`config.mk`:
```
export PLATFORM = sky130hd
export DESIGN_NAME = sha256_stream_hasher
export DESIGN_NICKNAME = d
export VERILOG_FILES = /design/src/rtl/sha256_pkg.sv /design/src/rtl/sha256_datapath.sv /design/src/rtl/sha256_ctrl.sv /design/src/rtl/sha256_stream_hasher.sv
export SDC_FILE = /design/constraint.sdc
export NUM_CORES = 2
export LEC_CHECK = 0
export BUFFER_PORTS_ARGS = -buffer_cell sky130_fd_sc_hd__buf_4
export CAP_MARGIN = 20
export CORE_MARGIN = 4
export CORE_UTILIZATION = 30
export CTS_BUF_LIST = sky130_fd_sc_hd__clkbuf_16
export CTS_CLUSTER_SIZE = 24
export DETAILED_ROUTE_END_ITERATION = 12
export HOLD_SLACK_MARGIN = 0.15
export PLACE_DENSITY = 0.53
export RECOVER_POWER = 100
export SLEW_MARGIN = 25
export SYNTH_ARGS = -nofsm -noshare
export SYNTH_HDL_FRONTEND = slang
export SYNTH_SLANG_ARGS = --single-unit
```
`constraint.sdc`:
```
create_clock -name aclk -period 18.6 [get_ports aclk]
set_input_delay 3.72 -clock aclk [delete_from_list [all_inputs] [get_ports aclk]]
set_output_delay 3.72 -clock aclk [all_outputs]
set_load 0.005 [all_outputs]
```
`src/rtl/sha256_pkg.sv`:
```
// Types and constants of the SHA-256 stream hasher.
package sha256_pkg;
    typedef struct packed {
        logic absorb;     // write the accepted byte into the block
        logic pad_byte;   // write one padding byte at the fill position
        logic pad_mark;   // the padding byte is 0x80 rather than zero
        logic put_len;    // write the bit length into words 14 and 15
        logic clr_blk;    // zero the whole block
        logic comp_start; // load working variables from the chaining words
        logic round;      // run one round
        logic comp_fin;   // fold working variables into the chaining words
        logic reset_msg;  // restore the initial state
        logic load_out;   // load the output register with a digest word
    } sha_cmd_t;

    typedef struct packed {
        logic [5:0] fill;       // bytes in the current block
        logic [5:0] round_idx;  // current round number
    } sha_stat_t;

    localparam logic [7:0] PadByte = 8'h80;
    localparam logic [5:0] LenPos  = 6'd56;

    localparam logic [31:0] InitH [8] = '{
        32'h6a09e667, 32'hbb67ae85, 32'h3c6ef372, 32'ha54ff53a,
        32'h510e527f, 32'h9b05688c, 32'h1f83d9ab, 32'h5be0cd19
    };

    localparam logic [31:0] RoundK [64] = '{
        32'h428a2f98, 32'h71374491, 32'hb5c0fbcf, 32'he9b5dba5,
        32'h3956c25b, 32'h59f111f1, 32'h923f82a4, 32'hab1c5ed5,
        32'hd807aa98, 32'h12835b01, 32'h243185be, 32'h550c7dc3,
        32'h72be5d74, 32'h80deb1fe, 32'h9bdc06a7, 32'hc19bf174,
        32'he49b69c1, 32'hefbe4786, 32'h0fc19dc6, 32'h240ca1cc,
        32'h2de92c6f, 32'h4a7484aa, 32'h5cb0a9dc, 32'h76f988da,
        32'h983e5152, 32'ha831c66d, 32'hb00327c8, 32'hbf597fc7,
        32'hc6e00bf3, 32'hd5a79147, 32'h06ca6351, 32'h14292967,
        32'h27b70a85, 32'h2e1b2138, 32'h4d2c6dfc, 32'h53380d13,
        32'h650a7354, 32'h766a0abb, 32'h81c2c92e, 32'h92722c85,
        32'ha2bfe8a1, 32'ha81a664b, 32'hc24b8b70, 32'hc76c51a3,
        32'hd192e819, 32'hd6990624, 32'hf40e3585, 32'h106aa070,
        32'h19a4c116, 32'h1e376c08, 32'h2748774c, 32'h34b0bcb5,
        32'h391c0cb3, 32'h4ed8aa4a, 32'h5b9cca4f, 32'h682e6ff3,
        32'h748f82ee, 32'h78a5636f, 32'h84c87814, 32'h8cc70208,
        32'h90befffa, 32'ha4506ceb, 32'hbef9a3f7, 32'hc67178f2
    };

    function automatic logic [31:0] rotr(input logic [31:0] x, input int n);
        rotr = (x >> n) | (x << (32 - n));
    endfunction
endpackage

```
`src/rtl/sha256_datapath.sv`:
```
// Block buffer, message schedule, round logic and chaining words.
module sha256_datapath (
    input  logic                 aclk,
    input  logic                 aresetn,
    input  sha256_pkg::sha_cmd_t cmd,
    output sha256_pkg::sha_stat_t stat,
    input  logic [7:0]           in_byte,
    input  logic [2:0]           out_idx,
    output logic [31:0]          out_word_reg
);
    import sha256_pkg::*;

    logic [31:0] w_reg [16];
    logic [31:0] h_reg [8];
    logic [31:0] v_reg [8];
    logic [5:0]  fill_reg;
    logic [5:0]  rnd_reg;
    logic [60:0] count_reg;

    logic [31:0] w_new, t1, t2, s0, s1, b1, b0, ch, mj;
    logic [7:0]  wr_byte;
    logic [3:0]  wsel;
    logic [4:0]  sh;

    assign stat.fill      = fill_reg;
    assign stat.round_idx = rnd_reg;
    assign wr_byte = cmd.absorb ? in_byte : (cmd.pad_mark ? PadByte : 8'h00);
    assign wsel    = fill_reg[5:2];
    assign sh      = {~fill_reg[1:0], 3'b000};

    always_comb begin
        s0 = rotr(w_reg[1], 7) ^ rotr(w_reg[1], 18) ^ (w_reg[1] >> 3);
        s1 = rotr(w_reg[14], 17) ^ rotr(w_reg[14], 19) ^ (w_reg[14] >> 10);
        w_new = w_reg[0] + s0 + w_reg[9] + s1;
        b1 = rotr(v_reg[4], 6) ^ rotr(v_reg[4], 11) ^ rotr(v_reg[4], 25);
        ch = (v_reg[4] & v_reg[5]) ^ (~v_reg[4] & v_reg[6]);
        t1 = v_reg[7] + b1 + ch + RoundK[rnd_reg] + w_reg[0];
        b0 = rotr(v_reg[0], 2) ^ rotr(v_reg[0], 13) ^ rotr(v_reg[0], 22);
        mj = (v_reg[0] & v_reg[1]) ^ (v_reg[0] & v_reg[2]) ^ (v_reg[1] & v_reg[2]);
        t2 = b0 + mj;
    end

    // The block store doubles as the schedule window: it shifts one word per round.
    always_ff @(posedge aclk) begin
        if (cmd.clr_blk) begin
            for (int i = 0; i < 16; i++) w_reg[i] <= '0;
        end else if (cmd.round) begin
            for (int i = 0; i < 15; i++) w_reg[i] <= w_reg[i + 1];
            w_reg[15] <= w_new;
        end else if (cmd.put_len) begin
            w_reg[14] <= {count_reg[60:29]};
            w_reg[15] <= {count_reg[28:0], 3'b000};
        end else if (cmd.absorb || cmd.pad_byte) begin
            w_reg[wsel] <= (w_reg[wsel] & ~(32'hff << sh)) | ({24'd0, wr_byte} << sh);
        end
        if (cmd.comp_start) begin
            for (int i = 0; i < 8; i++) v_reg[i] <= h_reg[i];
        end else if (cmd.round) begin
            v_reg[7] <= v_reg[6]; v_reg[6] <= v_reg[5]; v_reg[5] <= v_reg[4];
            v_reg[4] <= v_reg[3] + t1;
            v_reg[3] <= v_reg[2]; v_reg[2] <= v_reg[1]; v_reg[1] <= v_reg[0];
            v_reg[0] <= t1 + t2;
        end
        if (cmd.load_out) out_word_reg <= h_reg[out_idx];
    end

    always_ff @(posedge aclk) begin
        if (!aresetn || cmd.reset_msg) begin
            for (int i = 0; i < 8; i++) h_reg[i] <= InitH[i];
            fill_reg  <= '0;
            rnd_reg   <= '0;
            count_reg <= '0;
        end else begin
            if (cmd.comp_fin) begin
                for (int i = 0; i < 8; i++) h_reg[i] <= h_reg[i] + v_reg[i];
            end
            if (cmd.absorb) begin
                fill_reg  <= fill_reg + 6'd1;
                count_reg <= count_reg + 61'd1;
            end else if (cmd.pad_byte) begin
                fill_reg <= fill_reg + 6'd1;
            end
            if (cmd.comp_start) rnd_reg <= '0;
            else if (cmd.round) rnd_reg <= rnd_reg + 6'd1;
        end
    end
endmodule

```
`src/rtl/sha256_ctrl.sv`:
```
// Sequencer for absorption, padding, compression and digest output.
module sha256_ctrl (
    input  logic                  aclk,
    input  logic                  aresetn,
    input  logic                  s_tvalid,
    output logic                  s_tready,
    input  logic                  in_has,
    input  logic                  in_end,
    output logic                  m_tvalid,
    input  logic                  m_tready,
    output logic [2:0]            out_idx_reg,
    output sha256_pkg::sha_cmd_t  cmd,
    input  sha256_pkg::sha_stat_t stat
);
    import sha256_pkg::*;

    localparam logic [2:0] StIdle  = 3'd0;
    localparam logic [2:0] StPad   = 3'd1;
    localparam logic [2:0] StRound = 3'd2;
    localparam logic [2:0] StFin   = 3'd3;
    localparam logic [2:0] StOut   = 3'd4;
    localparam logic [2:0] StLen   = 3'd5;
    localparam logic [2:0] StStart = 3'd6;

    logic [2:0] state_reg, state_next;
    logic       fin_reg, fin_next;   // closing the message
    logic       lenb_reg, lenb_next; // current block carries the length
    logic       mark_reg, mark_next; // the 0x80 byte is still to be written
    logic [2:0] idx_next;
    logic       mv_next;
    logic       acc;

    assign s_tready = (state_reg == StIdle);
    assign acc      = s_tvalid && s_tready;

    always_comb begin
        cmd        = '0;
        state_next = state_reg;
        fin_next   = fin_reg;
        lenb_next  = lenb_reg;
        mark_next  = mark_reg;
        idx_next   = out_idx_reg;
        mv_next    = m_tvalid;
        case (state_reg)
            StIdle: begin
                if (acc) begin
                    cmd.absorb = in_has;
                    fin_next   = in_end;
                    lenb_next  = 1'b0;
                    mark_next  = in_end;
                    if (in_has && stat.fill == 6'd63) state_next = StStart;
                    else if (in_end) state_next = StPad;
                end
            end
            StPad: begin
                // The 0x80 byte is written first, then zeros up to the length
                // field, or up to the block end when the length does not fit.
                cmd.pad_byte = 1'b1;
                cmd.pad_mark = mark_reg;
                mark_next    = 1'b0;
                if (stat.fill == 6'd63) state_next = StStart;
                else if (stat.fill == LenPos - 6'd1) state_next = StLen;
            end
            StLen: begin
                cmd.put_len = 1'b1;
                state_next  = StStart;
                lenb_next   = 1'b1;
            end
            StStart: begin
                cmd.comp_start = 1'b1;
                state_next     = StRound;
            end
            StRound: begin
                cmd.round = 1'b1;
                if (stat.round_idx == 6'd63) state_next = StFin;
            end
            StFin: begin
                cmd.comp_fin = 1'b1;
                if (!fin_reg) begin
                    state_next = StIdle;
                end else if (lenb_reg) begin
                    idx_next   = '0;
                    state_next = StOut;
                end else if (mark_reg) begin
                    // The message ended on a full block, so padding opens a new one.
                    state_next = StPad;
                end else begin
                    cmd.clr_blk = 1'b1;
                    state_next  = StLen;
                end
            end
            StOut: begin
                if (!m_tvalid || m_tready) begin
                    if (m_tvalid && out_idx_reg == 3'd7) begin
                        mv_next       = 1'b0;
                        cmd.reset_msg = 1'b1;
                        state_next    = StIdle;
                    end else begin
                        cmd.load_out = 1'b1;
                        mv_next      = 1'b1;
                        if (m_tvalid) idx_next = out_idx_reg + 3'd1;
                    end
                end
            end
            default: state_next = StIdle;
        endcase
    end

    always_ff @(posedge aclk) begin
        if (!aresetn) begin
            state_reg   <= StIdle;
            fin_reg     <= 1'b0;
            lenb_reg    <= 1'b0;
            mark_reg    <= 1'b0;
            out_idx_reg <= '0;
            m_tvalid    <= 1'b0;
        end else begin
            state_reg   <= state_next;
            fin_reg     <= fin_next;
            lenb_reg    <= lenb_next;
            mark_reg    <= mark_next;
            out_idx_reg <= idx_next;
            m_tvalid    <= mv_next;
        end
    end
endmodule

```
`src/rtl/sha256_stream_hasher.sv`:
```
// Top level of the byte-stream SHA-256 hasher.
//
// Input channel s_*: one request per byte. tdata holds data_byte; tuser
// holds has_byte (bit 0); tlast is end_of_message. A request with tlast
// closes the message and may carry a final byte when has_byte is set.
// Output channel m_*: eight digest words per message, H0 first. tdata holds
// digest_word (bits 31:0) then word_index (34:32); tlast marks the eighth.
// Bytes are taken one per cycle while s_tready is high; every 64th byte
// starts the 64-round compression, one round per cycle in a single round
// unit. A message end adds padding, the length, one or two compressions
// and the eight output words.
// s_tready is low from a block's last byte until its compression ends,
// and during padding and digest output. A stalled receiver holds the
// current word; the block waits until all eight are taken.
// Reset (aresetn low, synchronous) restores the initial hash values and
// clears the counters; requests are taken once reset is released.
module sha256_stream_hasher (
    input  logic        aclk,
    input  logic        aresetn,
    input  logic        s_tvalid,
    output logic        s_tready,
    input  logic [7:0]  s_tdata,  // [7:0] data_byte
    input  logic        s_tuser,  // [0] has_byte
    input  logic        s_tlast,  // end_of_message
    output logic        m_tvalid,
    input  logic        m_tready,
    output logic [39:0] m_tdata,  // [31:0] digest_word, [34:32] word_index, rest zero
    output logic        m_tlast   // last_word
);
    import sha256_pkg::*;

    sha_cmd_t   cmd;
    sha_stat_t  stat;
    logic [2:0] idx;
    logic [31:0] word;

    sha256_ctrl u_ctrl (
        .aclk, .aresetn, .s_tvalid, .s_tready,
        .in_has(s_tuser), .in_end(s_tlast),
        .m_tvalid, .m_tready, .out_idx_reg(idx), .cmd, .stat
    );

    sha256_datapath u_dp (
        .aclk, .aresetn, .cmd, .stat, .in_byte(s_tdata),
        .out_idx(cmd.load_out && m_tvalid ? idx + 3'd1 : idx), .out_word_reg(word)
    );

    assign m_tdata = {5'd0, idx, word};
    assign m_tlast = (idx == 3'd7);
endmodule

```
==> flow_summary.toml <==
[status]
status = "finished, violations left"
failed_checks = "max-capacitance violations, max-slew violations"

[sta]
period_share_pct = 75.2
grt_setup_unrepaired = "false"
setup_tns_ns = 0
tightest_slew_ns = 8.62
fmax_mhz = 71.5
skew_ns = 0.0492
whs_ns = 0.503
post-route-min-period_ns = 13.99
relSlewSlack_pct = -474
setup_viol = 0
hold_viol = 0
slew_violations = 2596

[routing]
avgRoutedWirePerCell_um = 27.0
via_per_inst = 5.62
wirelength_um = 307000
drtIter0Drc = 7172
routed-via-count = 64100
antenna_left = 0
drc_errors = 0
dr.pass1.iters = 6

[place]
port_buffers = 51
globalplace.congestion = 0.948
place_area_um2 = 83900
hpwl_um = 224000

[clocking]
cts_sinks = 1143
cts_resized = 0
clk_latency_ns = 0.81
cts-root-buf = "clkbuf_16"
cts_tree = "done"
numCtsBuffers = 139
cts_htree_levels = 4
postCtsSetupBuffers = 0
postCtsHoldBufs = 0
clk_pin_slew_ns = 0.05
clk_path_buf_depth = 3

[synth]
synth_top_area_share_pct = 39.8
async_flop_share_pct = 0
synth_area_um2 = 79600
ys_ff_latch = 1143
synth_seq_area_share_pct = 42.0
yosysUniqueCellTypes = 99
synth_top_area_cell = "edfxtp_1"
synth_flop_cell = "edfxtp_1"
ys_top_cells_by_area = "edfxtp_1 40%, nand2_1 6.8%, mux4_2 6.6%"
syn_inst = 7889
yosysWarnings = 0
synth_area_per_cell_um2 = 10.1
synth_edf_count = 1056

[setup_path]
cp_max_fo = 125
worstPathRequired_ns = 18.72
reg2reg_from = "u_ctrl.state_reg[1]"
crit_type = "input port to flip-flop"
worstReg2RegEnd = "u_ctrl.state_reg[2]"
end_kind = "flip-flop"
critPathLaunchType = "input port"
arrival_ns = 14.11
reg2reg_slack_ns = 5.16
r2r.worst_path.cells = 7

[grt]
grt_first_pass_wirelength_um = 443000
grt_max_degree = 134
antenna_found_initial = 11
grt_use_total_pct = 21.9
first_global_vias = 60900
grt-ovfl-total = 0

[pwr]
pwr-share-seq_pct = 25.0
powerDensity_nw_per_um2 = 149
peakVddDrop_mv = 0.175
switching_share_pct = 44.2
clock_power_share_pct = 20.3
pwr-share-comb_pct = 54.7
switchingPower_uw = 5790
leakagePower_uw = 0.0328
internal_power_uw = 7300

[layout]
final_common_cell = "nand2_1"
regArea_um2 = 33500
multiInputGateArea_um2 = 43200
fin_nets = 8377
fin_area_um2 = 87900
fillCellCount = 26800
area_growth_pct = 10.3
drive_gt1_share_pct = 8.10
final_cell_mix = "1429 x nand2_1, 1056 x edfxtp_1, 799 x o21ai_0"
largest_reg_flops = 512

[die]
dieHeight_um = 523
rows = 188
ios = 57
initial_core_util_pct = 30.3
die_w_um = 523
die_area_um2 = 274000
core_area_um2 = 263000

[hold_path]
min_to = "u_dp.count_reg[48]"
min_path_cells = 2
hp-class = "flip-flop to flip-flop"
worstHoldStart = "u_dp.count_reg[48]"

[run]
drv_cap = 59
[how the worst max path moves through the flow]
stage,to,startpoint
final,u_dp.h_reg[2][6],aresetn
after global routing,u_dp.h_reg[1][5],aresetn
after CTS,u_dp.v_reg[0][30],u_dp.rnd_reg[1]
after detailed placement,u_dp.v_reg[0][30],u_dp.rnd_reg[1]
after global placement,u_dp.v_reg[0][30],u_dp.rnd_reg[1]
after floorplan,u_dp.v_reg[0][13],u_ctrl.state_reg[1]
[per-layer routing]
metal	vias up	track usage, %	share of wire, %
met4	2	8.51	4.4
li1	28300	-	-
met5	-	0	0.0059
met3	527	3.57	8.1
met2	2825	33.7	44
met1	32500	30.8	43
[logic make-up after synthesis]
logic type	synth area share (%)
other cells	0.00471
xor+xnor	6.70
buf+inv	3.80
fa+ha+maj	11.5
flops	42.0
simple gates	14.1
mux	7.84
compound gates	14.0
[metrics by stage]
stage | instances | total power [µW] | setup WS (ns) | util [%]
after CTS | 11400 | 13100 | 7.76 | 33.5
after global placement | 11100 | 10300 | 7.95 | 31.8
after detailed placement | 11100 | 10400 | 7.79 | 31.9
after global routing | 11400 | 13900 | 3.92 | 33.4
final | 11400 | 13100 | 4.61 | 33.4
after floorplan | 7893 | 8320 | 4.50 | -
[critical path, stage by stage]
cell	delay, ns
clkbuf_1	0.56
o21a_2	0.34
clkbuf_1	1.05
nand2_1	2.09
clkbuf_1	5.93
[power by group through the flow]
stage | registers, µW | logic, µW | clock network, µW
after detailed placement | 3310 | 7080 | 0
after CTS | 3250 | 7130 | 2710
after global routing | 3270 | 7860 | 2810
final | 3270 | 7160 | 2660
after floorplan | 3130 | 5190 | 0
after global placement | 3310 | 7020 | 0
[layout make-up]
class / instances / share of cell area (%)
Clock inverter: 113 / 0.970
Tap cell: 3515 / 5.01
Sequential cell: 1143 / 38.1
Antenna cell: 3 / 0.00854
Multi-Input combinational cell: 5970 / 49.2
Clock buffer: 140 / 3.99
Timing Repair Buffer: 199 / 1.38
Inverter: 315 / 1.35
[cell usage after synthesis, drive strengths merged, types with 195 or more instances]
| cell type | n |
|---|---|
| ha | 400 |
| fa | 195 |
| o21ai | 806 |
| nor2 | 407 |
| a21oi | 349 |
| mux4 | 235 |
| inv | 313 |
| xor2 | 223 |
| nand2 | 1433 |
| nand3 | 267 |
| clkbuf | 401 |
| xnor2 | 385 |
| edfxtp | 1056 |
Note: power is estimated with default switching activity, not from simulation.
